[config.mk]
export PLATFORM = sky130hd
export DESIGN_NAME = azrot_isqrt
export DESIGN_NICKNAME = d
export VERILOG_FILES = /design/src/azrot_isqrt.sv
export SDC_FILE = /design/constraint.sdc
export NUM_CORES = 2
export LEC_CHECK = 0
export BUFFER_PORTS_ARGS = -buffer_cell sky130_fd_sc_hd__buf_2
export CAP_MARGIN = 25
export CORE_ASPECT_RATIO = 2
export CORE_MARGIN = 5
export CORE_UTILIZATION = 50
export DETAILED_ROUTE_END_ITERATION = 8
export GPL_ROUTABILITY_DRIVEN = 0
export PLACE_DENSITY = 0.74
export SLEW_MARGIN = 20
export SYNTH_ARGS = -nofsm -noshare
export SYNTH_HDL_FRONTEND = slang
export SYNTH_SLANG_ARGS = --single-unit
[constraint.sdc]
create_clock -name clk_i -period 6.5 [get_ports clk_i]
set_clock_uncertainty 0.15 [all_clocks]
set_input_delay 0 -clock clk_i [delete_from_list [all_inputs] [get_ports clk_i]]
set_output_delay 0 -clock clk_i [all_outputs]
set_load 0.05 [all_outputs]
[src/azrot_isqrt.sv]
// Pipelined integer square root, one result bit per stage, with side tag.
// Depends on nothing but its parameters.
module azrot_isqrt #(
  parameter int RAD_W = 62,
  parameter int TAG_W = 8
) (
  input  logic                        clk_i,
  input  logic                        rst_ni,
  input  logic                        valid_i,
  input  logic [RAD_W-1:0]            rad_i,
  input  logic [TAG_W-1:0]            tag_i,
  output logic                        valid_o,
  output logic [(RAD_W+1)/2-1:0]      root_o,
  output logic [TAG_W-1:0]            tag_o
);

  localparam int RW = (RAD_W + 1) / 2;
  localparam int IW = 2 * RW + 1;

  logic          v_q    [RW];
  logic [IW-1:0] rem_q  [RW];
  logic [RW-1:0] root_q [RW];
  logic [TAG_W-1:0] tag_q [RW];

  genvar j;
  for (j = 0; j < RW; j++) begin : g_stage
    logic          v_in;
    logic [IW-1:0] rem_in;
    logic [RW-1:0] root_in;
    logic [TAG_W-1:0] tag_in;
    logic [IW-1:0] inc;
    logic          hit;

    if (j == 0) begin : g_first
      assign v_in    = valid_i;
      assign rem_in  = IW'(rad_i);
      assign root_in = '0;
      assign tag_in  = tag_i;
    end else begin : g_next
      assign v_in    = v_q[j-1];
      assign rem_in  = rem_q[j-1];
      assign root_in = root_q[j-1];
      assign tag_in  = tag_q[j-1];
    end

    // (r + 2^b)^2 - r^2 = r*2^(b+1) + 2^(2b)
    assign inc = (IW'(root_in) << (RW - j)) + (IW'(1) << (2 * (RW - 1 - j)));
    assign hit = rem_in >= inc;

    always_ff @(posedge clk_i or negedge rst_ni) begin
      if (!rst_ni) begin
        v_q[j] <= 1'b0;
      end else begin
        v_q[j] <= v_in;
      end
    end

    always_ff @(posedge clk_i) begin
      rem_q[j]  <= hit ? rem_in - inc : rem_in;
      root_q[j] <= hit ? (root_in | (RW'(1) << (RW - 1 - j))) : root_in;
      tag_q[j]  <= tag_in;
    end
  end

  assign valid_o = v_q[RW-1];
  assign root_o  = root_q[RW-1];
  assign tag_o   = tag_q[RW-1];

endmodule

==> metrics.csv <==
metric,value,unit
grt_max_degree,59,
syn_avg_cell_area,10.3,um^2
cts-htree-levels,4,
fin_setup_tns,0,ns
peakVddDrop,0.391,mV
synth.area.top_cells,"dfxtp_1 (54%), ha_1 (6.8%), xnor2_1 (4.0%), xor2_1 (3.7%), a21oi_1 (3.1%)",
numPortBuffers,112,
cts_root_buf,clkbuf_16,
yosys_warnings,0,
cts_buffers,221,
vias_per_cell,5.75,
core,0.193,mm^2
layout_setup_ws,1.56,ns
reg2regPathDepth,12,
row_count,228,
cp-startpoint,root_q[23][30],
wl,288,mm
ios,113,
drive_gt1_share,7.18,%
rsz0062_at_grt,no,
drc,0,
seq_area_frac_synth,55.1,%
synth.distinct_cells,97,
yosys_register_bits,2665,
setup_viol,0,
path_max_fanout,29,
r2r-end,rem_q[24][20],
hold_viol,0,
worstReg2RegStart,root_q[23][30],
path_clk_slew,0.06,ns
fill_cells,15500,
startpoint_type,register,
regToRegSetupSlack,1.56,ns
syn_nets,10100,
syn_area,0.0971,mm^2
synth_top_area_share,54.3,%
cts_tree,built,
grt.overflow.total,0,
status,"complete, no violations",
fmax,0.203,GHz
holdCritPathClass,input pin to asynchronous set/reset pin,
post-route-period-util,75.9,%
period_minus_slack,4.94,ns
die_w,322,um
slew_viol_final,0,
antenna_found_initial,18,
synth_ff_type,dfxtp_1,
synthArstFlopShare,1.16,%
initial_core_util,50.3,%
slew_headroom,20.8,%
worstMarginPinSlew,1.18,ns
wire_per_inst,22.9,um
cts.sinks,2665,
route.vias.total,72200,
pre_cts_ws,1.74,ns
synthCells,9455,
drt_pass1_iterations,6,
dieArea,0.204,mm^2
cts_buffer_depth,4,
maxCapViolations,0,
dieHeight,633,um
syn2layout_area_growth,13.4,%
drt_iter0_markers,3988,
layout.nets,10400,
dp_hpwl,216,mm
grt_pass1_vias,78000,
place_area,0.101,mm^2
cp.arrival,5.53,ns
synth-edff-count,0,
ant_nets,0,
p_leak,0.0501,uW
end_kind,register,
clock_latency,0.92,ns
critPathKind,register to register,
power.density,433,mW/mm^2
postLayoutCellArea,0.110,mm^2
grt_use_total,27.4,%
synth_top_cell_by_area,dfxtp_1,
worstPathRequired,7.10,ns
grt_pass1_wl,428,mm
cells by family (layout without fill, tap and decap cells):
kind of cell               Yosys count  after routing  share of synthesized area [%]
AOI/OAI and AO/OA                 1743           1743                           11.2
DFF                               2665           2665                           55.1
xor gates and xnor gates           853            853                           7.70
adders and majority gates          525            525                           6.77
and+or+nand+nor                   2730           2730                           14.8
other                                0             52                              0
muxes                               95             95                           1.09
buffers and inverters              844           1370                           3.28
cell type report:
class / count / area, um^2 / share of cell area (%)
Clock buffer: 294 / 6310 / 5.73
Antenna cell: 52 / 130 / 0.118
Timing Repair Buffer: 316 / 2470 / 2.24
Sequential cell: 2665 / 53500 / 48.6
Clock inverter: 101 / 1310 / 1.19
Tap cell: 2530 / 3170 / 2.88
Multi-Input combinational cell: 5946 / 40600 / 36.9
Inverter: 659 / 2470 / 2.25
placed cells by master, fill, tap and decap left out, types with 241 or more instances in the layout:
| cell type | synthesis | final |
|---|---|---|
| a21o_1 | 257 | 257 |
| a21oi_1 | 598 | 597 |
| dfxtp_1 | 2634 | 2634 |
| ha_1 | 525 | 525 |
| inv_1 | 653 | 653 |
| nand2_1 | 497 | 497 |
| nor2_1 | 630 | 629 |
| nor3_1 | 244 | 241 |
| nor4_1 | 343 | 324 |
| o21ai_0 | 309 | 309 |
| xnor2_1 | 448 | 448 |
| xor2_1 | 405 | 405 |
cell usage after synthesis (all sizes together), types with 25 or more instances:
cell	instances
dfxtp	2634
nand4	171
ha	525
mux2	86
nand2	497
nand3b	39
nand4b	30
and3	60
inv	658
nor3b	25
nor2b	72
a211oi	52
nor4	349
or2	39
o21bai	46
and4	27
nand2b	102
nor3	245
dfrtp	31
buf	27
nor2	630
a21boi	29
a31oi	57
a21oi	598
or3	95
or4	86
o211ai	30
a21o	257
o21ai	375
nor4b	46
xnor2	448
xor2	405
clkbuf	158
o31ai	37
nand3	155
o21a	85
and2	30
where the power goes:
group | internal, uW | switching (uW)
logic | 4700 | 6450
clock network | 7880 | 6060
registers | 19700 | 2890
total | 32200 | 15400
flip-flops by register name (all words and copies together), names as in the netlist:
name,cells
g_stage.v_in,30
tag_q,248
valid_o,1
root_q,496
rem_q,1890
metal layers:
metal  GRT usage [%]  up-vias  part of all wire (%)
met3            4.48     1705                   3.9
met5               0        -                 0.019
met4            36.2        8                    17
met1            17.2    34100                    25
li1                -    33800                     -
met2            54.7     2654                    55
critical path, stage by stage, from the launching register on:
cell     delay (ns)
dfxtp_1        0.34
inv_1          0.05
ha_1           0.46
nand3_1        0.48
or4_1          0.78
or4_1          0.70
and3_1         0.28
o31ai_1        0.16
a21oi_2        0.05
buf_4          0.27
inv_1          0.81
nor2_1         0.13
a21oi_1        0.16
metrics by stage:
| step | std cells | power [uW] | hold slack (ns) | utilization, % |
|---|---|---|---|---|
| 6_report | 12600 | 47700 | 0.0623 | 57.0 |
| 5_1_grt | 12600 | 49700 | 0.0600 | 57.0 |
| 4_1_cts | 12500 | 47400 | 0.0136 | 56.9 |
| 3_5_place_dp | 12000 | 33500 | -0.0923 | 52.1 |
| 3_3_place_gp | 12000 | 33000 | -0.120 | 52.0 |
| 2_1_floorplan | 9455 | 29800 | -0.446 | - |
how the worst max path moves through the flow:
stage	to	slack, ns
after global routing	rem_q[22][49]	1.47
after detailed placement	rem_q[22][52]	1.74
after floorplan	rem_q[24][48]	3.04
final	rem_q[24][20]	1.56
after CTS	rem_q[22][52]	1.68
after global placement	rem_q[18][52]	1.56
what timing repair did:
action / CTS / global route
setup buffers: 0 / 0
endpoints found under the hold margin: 104 / 0
hold buffers: 150 / 0
gates resized for setup: 0 / 0
Power figures use the tool's default switching activity.
